--- config.mk ---
export PLATFORM = sky130hd
export DESIGN_NAME = trajectory_monotone_keypoints
export DESIGN_NICKNAME = d
export VERILOG_FILES = /design/src/hw/rtl/tmk_pkg.sv /design/src/hw/rtl/tmk_track.sv /design/src/hw/rtl/tmk_result_fifo.sv /design/src/hw/rtl/trajectory_monotone_keypoints.sv
export SDC_FILE = /design/constraint.sdc
export NUM_CORES = 1
export LEC_CHECK = 0
export BUFFER_PORTS_ARGS = -buffer_cell sky130_fd_sc_hd__buf_2
export CAP_MARGIN = 25
export CELL_PAD_IN_SITES_DETAIL_PLACEMENT = 1
export CELL_PAD_IN_SITES_GLOBAL_PLACEMENT = 2
export CORE_MARGIN = 4
export CORE_UTILIZATION = 30
export CTS_CLUSTER_SIZE = 28
export DETAILED_ROUTE_END_ITERATION = 10
export PLACE_DENSITY_LB_ADDON = 0.1
export SYNTH_ARGS = -nofsm -noshare
export SYNTH_HDL_FRONTEND = slang
export SYNTH_SLANG_ARGS = --single-unit
--- constraint.sdc ---
create_clock -name clk_i -period 4.9 [get_ports clk_i]
set_input_delay 0 -clock clk_i [delete_from_list [all_inputs] [get_ports clk_i]]
set_output_delay 0 -clock clk_i [all_outputs]
set_load 0.02 [all_outputs]
--- src/hw/rtl/tmk_pkg.sv ---
// ----------------------------------------------------------------------------
// tmk_pkg: shared types and constants for the trajectory key point marker
// This package holds the payload structs of both channels, the direction codes
// and the push control that the tracker hands to the result queue.
// ----------------------------------------------------------------------------
package tmk_pkg;

  // Direction codes kept for each axis.
  localparam logic [1:0] DIR_UNKNOWN = 2'd0;
  localparam logic [1:0] DIR_RISING  = 2'd1;
  localparam logic [1:0] DIR_FALLING = 2'd2;

  // One trajectory point as it arrives.
  typedef struct packed {
    logic signed [31:0] point_x;
    logic signed [31:0] point_y;
    logic        [31:0] point_time;
    logic               end_of_track;
  } point_t;

  // One emitted point with its flags.
  typedef struct packed {
    logic signed [31:0] out_x;
    logic signed [31:0] out_y;
    logic        [31:0] out_time;
    logic               is_key;
    logic               track_done;
  } result_t;

  // Which result slots the tracker fills in one cycle.
  typedef struct packed {
    logic push_first;
    logic push_second;
  } push_ctl_t;

endpackage

--- src/hw/rtl/tmk_track.sv ---
// ----------------------------------------------------------------------------
// tmk_track: held point and direction tracking
// Compares each accepted point against the held point, updates the per-axis
// directions and produces up to two results for the result queue.
// ----------------------------------------------------------------------------
module tmk_track import tmk_pkg::*; (
  input  logic      clk_i,
  input  logic      rst_ni,
  input  logic      fire_i,
  input  point_t    point_i,
  output push_ctl_t push_o,
  output result_t   first_o,
  output result_t   second_o
);

  logic signed [31:0] held_x_q, held_x_d;
  logic signed [31:0] held_y_q, held_y_d;
  logic        [31:0] held_time_q, held_time_d;
  logic               held_is_first_q, held_is_first_d;
  logic               have_held_q, have_held_d;
  logic        [1:0]  dir_x_q, dir_x_d;
  logic        [1:0]  dir_y_q, dir_y_d;

  logic               rev_x;
  logic               rev_y;
  logic               rev;
  logic        [1:0]  base_x;
  logic        [1:0]  base_y;

  // Reversal of a known direction on either axis.
  always_comb begin
    rev_x = 1'b0;
    rev_y = 1'b0;
    case (dir_x_q)
      DIR_RISING:  rev_x = point_i.point_x < held_x_q;
      DIR_FALLING: rev_x = held_x_q < point_i.point_x;
      default:     rev_x = 1'b0;
    endcase
    case (dir_y_q)
      DIR_RISING:  rev_y = point_i.point_y < held_y_q;
      DIR_FALLING: rev_y = held_y_q < point_i.point_y;
      default:     rev_y = 1'b0;
    endcase
    rev = rev_x | rev_y;
  end

  // Directions after an optional clear, then settled from the new point.
  always_comb begin
    base_x  = rev ? DIR_UNKNOWN : dir_x_q;
    base_y  = rev ? DIR_UNKNOWN : dir_y_q;
    dir_x_d = base_x;
    dir_y_d = base_y;
    if (base_x != DIR_RISING && base_x != DIR_FALLING) begin
      if (held_x_q < point_i.point_x) begin
        dir_x_d = DIR_RISING;
      end else if (point_i.point_x < held_x_q) begin
        dir_x_d = DIR_FALLING;
      end else begin
        dir_x_d = DIR_UNKNOWN;
      end
    end
    if (base_y != DIR_RISING && base_y != DIR_FALLING) begin
      if (held_y_q < point_i.point_y) begin
        dir_y_d = DIR_RISING;
      end else if (point_i.point_y < held_y_q) begin
        dir_y_d = DIR_FALLING;
      end else begin
        dir_y_d = DIR_UNKNOWN;
      end
    end
  end

  // Result items: the held point, and the current point closing a track.
  always_comb begin
    first_o.out_x      = held_x_q;
    first_o.out_y      = held_y_q;
    first_o.out_time   = held_time_q;
    first_o.is_key     = held_is_first_q | rev;
    first_o.track_done = 1'b0;
    second_o.out_x      = point_i.point_x;
    second_o.out_y      = point_i.point_y;
    second_o.out_time   = point_i.point_time;
    second_o.is_key     = 1'b1;
    second_o.track_done = 1'b1;
    if (!have_held_q) begin
      // A lone final point goes out in the first slot.
      first_o = second_o;
    end
    push_o.push_first  = fire_i & (have_held_q | point_i.end_of_track);
    push_o.push_second = fire_i & have_held_q & point_i.end_of_track;
  end

  // Next state of the held point.
  logic [1:0] next_dir_x;
  logic [1:0] next_dir_y;

  always_comb begin
    held_x_d        = held_x_q;
    held_y_d        = held_y_q;
    held_time_d     = held_time_q;
    held_is_first_d = held_is_first_q;
    have_held_d     = have_held_q;
    next_dir_x      = dir_x_q;
    next_dir_y      = dir_y_q;
    if (fire_i) begin
      if (point_i.end_of_track) begin
        // The track closes: back to the reset state.
        held_x_d        = '0;
        held_y_d        = '0;
        held_time_d     = '0;
        held_is_first_d = 1'b0;
        have_held_d     = 1'b0;
        next_dir_x      = DIR_UNKNOWN;
        next_dir_y      = DIR_UNKNOWN;
      end else begin
        held_x_d        = point_i.point_x;
        held_y_d        = point_i.point_y;
        held_time_d     = point_i.point_time;
        held_is_first_d = ~have_held_q;
        have_held_d     = 1'b1;
        next_dir_x      = have_held_q ? dir_x_d : DIR_UNKNOWN;
        next_dir_y      = have_held_q ? dir_y_d : DIR_UNKNOWN;
      end
    end
  end

  // State registers.
  always_ff @(posedge clk_i or negedge rst_ni) begin
    if (!rst_ni) begin
      held_x_q        <= '0;
      held_y_q        <= '0;
      held_time_q     <= '0;
      held_is_first_q <= 1'b0;
      have_held_q     <= 1'b0;
      dir_x_q         <= DIR_UNKNOWN;
      dir_y_q         <= DIR_UNKNOWN;
    end else begin
      held_x_q        <= held_x_d;
      held_y_q        <= held_y_d;
      held_time_q     <= held_time_d;
      held_is_first_q <= held_is_first_d;
      have_held_q     <= have_held_d;
      dir_x_q         <= next_dir_x;
      dir_y_q         <= next_dir_y;
    end
  end

  // With nothing held, no direction may be known.
  assert property (@(posedge clk_i) disable iff (!rst_ni)
    !have_held_q |-> (dir_x_q == DIR_UNKNOWN && dir_y_q == DIR_UNKNOWN))
    else $error("direction known while no point is held");

  // A final point always leaves the tracker empty.
  assert property (@(posedge clk_i) disable iff (!rst_ni)
    (fire_i && point_i.end_of_track) |=> !have_held_q)
    else $error("point still held after end of track");

  // Two results only come out when a held point meets a final point.
  assert property (@(posedge clk_i) disable iff (!rst_ni)
    push_o.push_second |-> have_held_q)
    else $error("second result without a held point");

endmodule

--- src/hw/rtl/tmk_result_fifo.sv ---
// ----------------------------------------------------------------------------
// tmk_result_fifo: result queue
// Small register queue that takes up to two results a cycle and hands one
// result a cycle to the output channel while out_stall_i is low.
// ----------------------------------------------------------------------------
module tmk_result_fifo import tmk_pkg::*; #(
  parameter int Depth = 4
) (
  input  logic      clk_i,
  input  logic      rst_ni,
  input  push_ctl_t push_i,
  input  result_t   first_i,
  input  result_t   second_i,
  output logic      room_o,
  output logic      out_valid_o,
  input  logic      out_stall_i,
  output result_t   out_data_o
);

  localparam int PtrW = $clog2(Depth);
  localparam int CntW = $clog2(Depth + 1);

  result_t         mem_q [Depth];
  logic [PtrW-1:0] wptr_q, wptr_d;
  logic [PtrW-1:0] wptr_next;
  logic [PtrW-1:0] rptr_q, rptr_d;
  logic [CntW-1:0] cnt_q, cnt_d;
  logic            pop;

  // Pointer stepping with wrap at the queue depth.
  function automatic logic [PtrW-1:0] step_ptr(input logic [PtrW-1:0] ptr);
    logic [PtrW-1:0] res;
    if (ptr == PtrW'(Depth - 1)) begin
      res = '0;
    end else begin
      res = ptr + PtrW'(1);
    end
    return res;
  endfunction

  assign pop         = out_valid_o & ~out_stall_i;
  assign out_valid_o = cnt_q != '0;
  assign out_data_o  = mem_q[rptr_q];
  assign room_o      = cnt_q <= CntW'(Depth - 2);

  // Pointer and fill count update.
  always_comb begin
    wptr_next = step_ptr(wptr_q);
    wptr_d    = wptr_q;
    if (push_i.push_second) begin
      wptr_d = step_ptr(wptr_next);
    end else if (push_i.push_first) begin
      wptr_d = wptr_next;
    end
    rptr_d = pop ? step_ptr(rptr_q) : rptr_q;
    cnt_d  = cnt_q + CntW'(push_i.push_first) + CntW'(push_i.push_second) - CntW'(pop);
  end

  always_ff @(posedge clk_i or negedge rst_ni) begin
    if (!rst_ni) begin
      wptr_q <= '0;
      rptr_q <= '0;
      cnt_q  <= '0;
    end else begin
      wptr_q <= wptr_d;
      rptr_q <= rptr_d;
      cnt_q  <= cnt_d;
    end
  end

  // Entry storage.
  always_ff @(posedge clk_i) begin
    if (push_i.push_first) begin
      mem_q[wptr_q] <= first_i;
    end
    if (push_i.push_second) begin
      mem_q[wptr_next] <= second_i;
    end
  end

  // The fill count never passes the depth.
  assert property (@(posedge clk_i) disable iff (!rst_ni)
    cnt_q <= CntW'(Depth))
    else $error("result queue overflow");

  // The second slot is only used together with the first.
  assert property (@(posedge clk_i) disable iff (!rst_ni)
    push_i.push_second |-> push_i.push_first)
    else $error("second result pushed without the first");

  // Pushes only happen when two free entries were reported.
  assert property (@(posedge clk_i) disable iff (!rst_ni)
    push_i.push_first |-> room_o)
    else $error("push into a queue without room");

endmodule

--- src/hw/rtl/trajectory_monotone_keypoints.sv ---
// ----------------------------------------------------------------------------
// trajectory_monotone_keypoints: monotone piece key point marker
// Marks the points that split a trajectory into pieces monotone in x and y.
// ----------------------------------------------------------------------------
// Usage: points enter on the in channel (in_valid_i, in_stall_o, in_data_i)
// and results leave on the out channel (out_valid_o, out_stall_i,
// out_data_o). A request is taken at a rising edge with valid high and stall
// low. Each point is emitted once, in input order, with is_key set when it
// bounds a monotone piece; the final point of a track sets track_done.
// Holding: a point is held until the next point of its track arrives; that
// request writes it into the result queue. A final point is written into the
// queue by its own request, right behind the held point.
// Throughput: one point per cycle while not stalled; a final point pushes two
// results, which the output drains one per cycle while out_stall_i is low,
// through a queue of Depth entries. in_stall_o is high while under two
// queue entries are free, so the output stall reaches the input when it fills.
// Reset: the held point and directions clear and the queue empties; the
// next point opens a new trajectory.
// ----------------------------------------------------------------------------
module trajectory_monotone_keypoints import tmk_pkg::*; #(
  parameter int Depth = 4
) (
  input  logic    clk_i,
  input  logic    rst_ni,
  input  logic    in_valid_i,
  output logic    in_stall_o,
  input  point_t  in_data_i,
  output logic    out_valid_o,
  input  logic    out_stall_i,
  output result_t out_data_o
);

  push_ctl_t push;
  result_t   first_res;
  result_t   second_res;
  logic      room;
  logic      fire;

  // Input handshake.
  assign in_stall_o = ~room;
  assign fire       = in_valid_i & room;

  tmk_track u_track (
    .clk_i    (clk_i),
    .rst_ni   (rst_ni),
    .fire_i   (fire),
    .point_i  (in_data_i),
    .push_o   (push),
    .first_o  (first_res),
    .second_o (second_res)
  );

  tmk_result_fifo #(
    .Depth (Depth)
  ) u_fifo (
    .clk_i       (clk_i),
    .rst_ni      (rst_ni),
    .push_i      (push),
    .first_i     (first_res),
    .second_i    (second_res),
    .room_o      (room),
    .out_valid_o (out_valid_o),
    .out_stall_i (out_stall_i),
    .out_data_o  (out_data_o)
  );

endmodule

Yosys cells after proc, flatten, opt, wreduce, memory -nomap -nowiden
Memories as Yosys holds them, arrays and structs flattened.
Index checks and enable logic that the tools add are counted.
{"block": "totals", "inputBits": 101, "memories": 1, "elab_cells": 77, "out_inout_bits": 100, "regBits": 109, "ram_bits": 392}
{"name": "u_fifo.mem_q", "depth": 4, "width": 98, "rd": 1, "rd_clocked_by_memory_dff": 0, "wr": 2, "line": "tmk_result_fifo.sv:23", "source": "result_t mem_q [Depth];"}
{"block": "classes", "n_reduce_logical": 4, "n_mux": 29, "n_bitwise": 11, "addsub": 6, "magnitude_cmp": 5, "n_eq_ne": 11}
{"operator": "$lt A32 B32 Y1", "count": 4}
{"operator": "$mux W98", "count": 1}
{"operator": "$mux W32", "count": 3}
{"operator": "$mux W2", "count": 17}
{"operator": "$eq A2 B2 Y1 const B", "count": 5}
{"operator": "$add A2 B1 Y2 const B", "count": 3}
{"operator": "$add A3 B1 Y3", "count": 2}
{"operator": "$mux W1", "count": 6}
{"operator": "$and A1 B1 Y1", "count": 5}
{"operator": "$eq A2 B1 Y1 const B", "count": 2}
{"operator": "$ne A2 B1 Y1 const B", "count": 2}
{"operator": "$ne A2 B2 Y1 const B", "count": 2}
{"operator": "$pmux W1 S2", "count": 2}
{"operator": "$le A3 B2 Y1 const B", "count": 1}
{"operator": "$not A1 Y1", "count": 3}
{"operator": "$or A1 B1 Y1", "count": 3}
{"operator": "$reduce_bool A3 Y1", "count": 1}
{"operator": "$sub A3 B1 Y3", "count": 1}
{"operator": "$logic_and A1 B1 Y1", "count": 2}
{"operator": "$reduce_bool A2 Y1", "count": 1}

Longest topological paths before layout
{"block": "depth", "word_depth": 9, "mapped_depth": 12, "mapped_depth_nobuf": 11}

By module
Synthesis repeated with hierarchy kept, for this count alone.
{"block": "hier_totals", "cells_unflattened": 1867, "hier_area_um2": 27471.3}
{"mod": "tmk_result_fifo", "instances": 1, "seq_area_each_um2": 11946.5, "area_each_um2": 19530.0, "cells_each": 1004}
{"mod": "tmk_track", "instances": 1, "seq_area_each_um2": 2552.4, "area_each_um2": 7931.4, "cells_each": 861}
{"mod": "trajectory_monotone_keypoints", "instances": 1, "seq_area_each_um2": 0.0, "area_each_um2": 10.0, "cells_each": 2}

Worst setup path after synthesis
OpenSTA, ideal clock, no wires.
{"block": "synth_path", "kind": "flip-flop to flip-flop", "startpoint": "register u_fifo.cnt_q[1]", "endpoint": "memory u_fifo.mem_q[2][10] (netlist bit), enable pin", "setup_time_ns": 0.459, "required_time_ns": 4.441, "t_arrival_ns": 3.603, "synth_period_minus_slack_ns": 4.061, "n_path_buf": 1, "stages_incl_launch_ff": 9, "path_slack_ns": 0.839, "path_cell_list": "dfrtp_1 inv_1 ha_1 a21oi_1 nand2b_1 nor2_1 clkbuf_1 nand2_1 nand2_1"}
{"item": "start: declaration", "line": "tmk_result_fifo.sv:27", "source": "logic [CntW-1:0] cnt_q, cnt_d;"}
{"item": "start signal: assignment", "line": "tmk_result_fifo.sv:67", "source": "cnt_q <= cnt_d;"}
{"item": "end: declaration", "line": "tmk_result_fifo.sv:23"}

Worst setup path after layout
{"block": "layout_path", "startpoint": "register u_track.held_x_q[17]", "endpoint": "register u_track.dir_x_q[1]"}
{"block": "layout_via", "elab_chain_cells": 9}
{"item": "start: declaration", "line": "tmk_track.sv:16", "source": "logic signed [31:0] held_x_q, held_x_d;"}
{"item": "start signal: assignment", "line": "tmk_track.sv:138", "source": "held_x_q <= held_x_d;"}
{"item": "$lt A32 B32 Y1 (on tied branches)"}
{"item": "$pmux W1 S2", "line": "tmk_track.sv:34", "source": "case (dir_x_q)"}
{"item": "$or A1 B1 Y1", "line": "tmk_track.sv:44", "source": "rev = rev_x | rev_y;"}
{"item": "$mux W2", "line": "tmk_track.sv:49", "source": "base_x = rev ? DIR_UNKNOWN : dir_x_q;"}
{"item": "$ne A2 B1 Y1 / $ne A2 B2 Y1 (equally long branches)", "line": "tmk_track.sv:53", "source": "if (base_x != DIR_RISING && base_x != DIR_FALLING) begin"}
{"item": "$logic_and A1 B1 Y1", "line": "tmk_track.sv:53"}
{"item": "$mux W2 *", "line": "tmk_track.sv:53"}
{"item": "$mux W2 *", "line": "tmk_track.sv:121", "source": "next_dir_x = have_held_q ? dir_x_d : DIR_UNKNOWN;"}
{"item": "$mux W2 *", "line": "tmk_track.sv:106", "source": "if (point_i.end_of_track) begin"}
{"item": "end signal: assignment", "line": "tmk_track.sv:143", "source": "dir_x_q <= next_dir_x;"}
{"item": "end: declaration", "line": "tmk_track.sv:21", "source": "logic [1:0] dir_x_q, dir_x_d;"}
Every way passes the cells marked *; elsewhere a longest branch is shown, timed or not.
A chain may end at the register's enable or synchronous reset.

==> qor.csv <==
metric,value,unit
clkTransAtPathRegs,60,ps
gr-total-overflow,0,
tightestPinTransition,1010,ps
synth_compound_area_frac,0.174,
whs,50.4,ps
min_path_type,primary input to asynchronous set/reset pin,
status,completed,
end_kind,flip-flop,
cts_made_buffers,59,
period_share,0.756,
synth_cell_types,55,
fp.dieW,292,µm
wl_per_cell,27.2,µm
syn_area_per_cell,14.2,µm²
fin_ws,1190,ps
area_growth_syn_to_layout,22.1,%
startpoint_type,flip-flop,
dp_hpwl,46400,µm
synth_top_family_by_area,compound AO/OA/AOI/OAI gates,
wl,84400,µm
h-tree-depth,2,
start_util,0.302,
max_freq,0.270,GHz
fp-row-count,104,
netlist_instances,1711,
async_flop_share,0.218,
drive_above_1_share,0.217,
tritoncts,yes,
vias_per_cell,5.39,
clock_latency,630,ps
place_ws,1210,ps
grt_max_degree,77,
synth_xor_area_frac,0.000722,
synth_fa_ha_area_frac,0.0413,
synth-main-ff-cell,edfxtp_1,
ios,201,
nNetsFinal,2164,
ys_warn_count,0,
worstReg2RegStart,u_track.held_x_q[17],
ys_seq_area_frac,0.594,
fin_setup_tns,0,ps
fillers,8421,
netlist.area_leader.share,0.475,
r2r_cells,10,
syn_nets,1891,
post_cts_buffers,0,
ys_seq_elements,501,
startpoint,u_track.held_x_q[17],
synth_area,24300,µm²
dieArea,85500,µm²
core-area,80400,µm²
clk_path_buf_depth,3,
via_count,16700,
synthSimpleGateAreaFrac,0.0606,
route.detailed.drc,0,
synth_area_leaders,"edfxtp_1 47%, a22o_1 14%, dfrtp_1 11%, mux4_2 9.1%, ha_1 4.0%",
gp_congestion,0.714,
ctsResizeCount,0,
synth.area.mux_share,0.0949,
hold_violations,0,
setup_violations,0,
drt_iter0_drc,958,
power_density,542,nW/µm²
grt_pass1_wl,125000,µm
period_needed,3710,ps
cap_violations,0,
worstPathArrival,4210,ps
grtUsageTotal,0.195,
synth_edf_count,384,
r2r_slack,1190,ps
cp_data_required_time,5400,ps
io_buffers,200,
antenna_found_initial,4,
fp.dieH,292,µm
root_buffer,clkbuf_16,
yosysTopAreaCell,edfxtp_1,
postRouteAntennaNets,0,
drt_pass1_iterations,4,
relSlewSlack,0.324,
vdd_ir_drop_max,282,µV
rsz0062_at_grt,false,
fin_skew,24.4,ps
cp_max_fo,11,
grt_pass1_vias,18200,
numClockSinks,501,
critical_path_class,flip-flop to flip-flop,
drv_slew,0,
reg2reg_to,u_track.dir_x_q[1],
p_leak,11.2,nW
fin_util,0.369,
==> cells in the mapped netlist (4+ instances only) <==
cell type,instances
a22o_1,385
edfxtp_1,384
nand2_1,132
dfrtp_1,109
clkbuf_1,102
mux4_2,98
ha_1,77
inv_1,77
nand3b_1,65
o21ai_0,41
buf_1,37
o31ai_1,33
a21oi_1,32
nor2_1,27
nand4_1,9
dfxtp_1,8
nand3_1,7
o21ai_1,7
a21o_1,6
and3_1,6
mux2i_1,6
nand2b_1,5
nor2b_1,5
nor3_1,4
nor4b_1,4
==> cells in the final DEF, fill, tap and decap left out, types with 4 or more instances in the layout <==
cell / instances
a22o_1: 385
edfxtp_1: 384
buf_2: 198
nand2_1: 128
dlygate4sd3_1: 116
dfrtp_1: 107
mux4_2: 98
inv_1: 77
ha_1: 77
nand3b_1: 65
clkbuf_16: 60
o21ai_0: 41
o31ai_1: 33
a21oi_1: 32
buf_4: 25
nor2_1: 23
clkbuf_1: 23
buf_12: 14
clkinv_2: 10
nand4_1: 9
clkinv_1: 9
dfxtp_1: 8
nand3_1: 7
o21ai_1: 7
mux2i_1: 6
a21o_1: 6
and3_4: 4
nor2_4: 4
nand2_4: 4
nor2b_1: 4
nand2b_1: 4
nor3_1: 4
nor4b_1: 4
==> routing by layer <==
layer	up-vias	track usage	share of wire
met1	8799	0.273	0.45
met2	393	0.330	0.49
met5	-	0	0.00015
met4	2	0.0347	0.015
met3	82	0.0254	0.042
li1	7428	-	-
==> where the power goes <==
group / internal, W / switching [W]
combinational: 0.00220 / 0.00340
clock: 0.00244 / 0.00180
sequential: 0.00543 / 0.000799
total: 0.0101 / 0.00600
==> cell families after synthesis <==
family | count (synthesis)
AO/OA/AOI/OAI | 521
XOR/XNOR | 2
adder cells (fa/ha/maj) | 79
buffers and inverters | 220
flip-flops | 501
multiplexers | 107
AND/OR/NAND/NOR | 281
==> cell type report <==
type / count / area, µm² / share of cell area
antenna: 3 / 7.51 / 0.000253
clock buffer: 85 / 1620 / 0.0545
clock inverter: 26 / 214 / 0.00722
inverter: 77 / 289 / 0.00975
multi-input combinational: 990 / 9120 / 0.307
sequential: 501 / 14400 / 0.486
tap: 1060 / 1330 / 0.0447
timing repair buffer: 355 / 2660 / 0.0897
==> critical path, stage by stage, from the launching register on <==
cell,delay [ps]
dfrtp_1,440
ha_1,310
a21o_1,160
a221o_1,330
a211oi_2,410
o211ai_1,270
o21ai_0,430
a21oi_1,120
o21ai_1,720
mux2i_1,180
a21o_1,210
==> sequential cells by signal (all words and copies together), names as in the netlist <==
name / cells
u_fifo.wptr_q: 2
u_track.dir_x_q: 2
u_fifo.cnt_q: 3
u_track.held_y_q: 32
u_track.have_held_q: 1
u_track.dir_y_q: 2
u_track.held_x_q: 32
u_fifo.mem_q: 392
u_track.held_time_q: 32
u_fifo.rptr_q: 2
u_track.held_is_first_q: 1
==> worst max path at each step <==
stage | depth (start not counted) | endpoint | slack (ps)
2_1_floorplan | 8 | u_fifo.mem_q[2][10] | 840
3_3_place_gp | 10 | u_track.dir_x_q[1] | 1340
3_5_place_dp | 10 | u_track.dir_x_q[1] | 1210
4_1_cts | 10 | u_track.dir_x_q[1] | 1170
5_1_grt | 10 | u_track.dir_x_q[1] | 990
6_report | 10 | u_track.dir_x_q[1] | 1190
==> stage by stage <==
stage          area, µm²  power [W]  instances
2_1_floorplan      24300    0.00961       1711
3_3_place_gp       26600     0.0118       2866
3_5_place_dp       26600     0.0119       2866
4_1_cts            29600     0.0163       3093
5_1_grt            29600     0.0170       3094
6_report           29700     0.0161       3097
==> what timing repair did <==
| item | in CTS | in global routing |
|---|---|---|
| setup endpoints to repair | 0 | 0 |
| endpoints found under the hold margin | 541 | 0 |
| hold buffers | 116 | 0 |
Note: power is estimated with default switching activity, not from simulation.
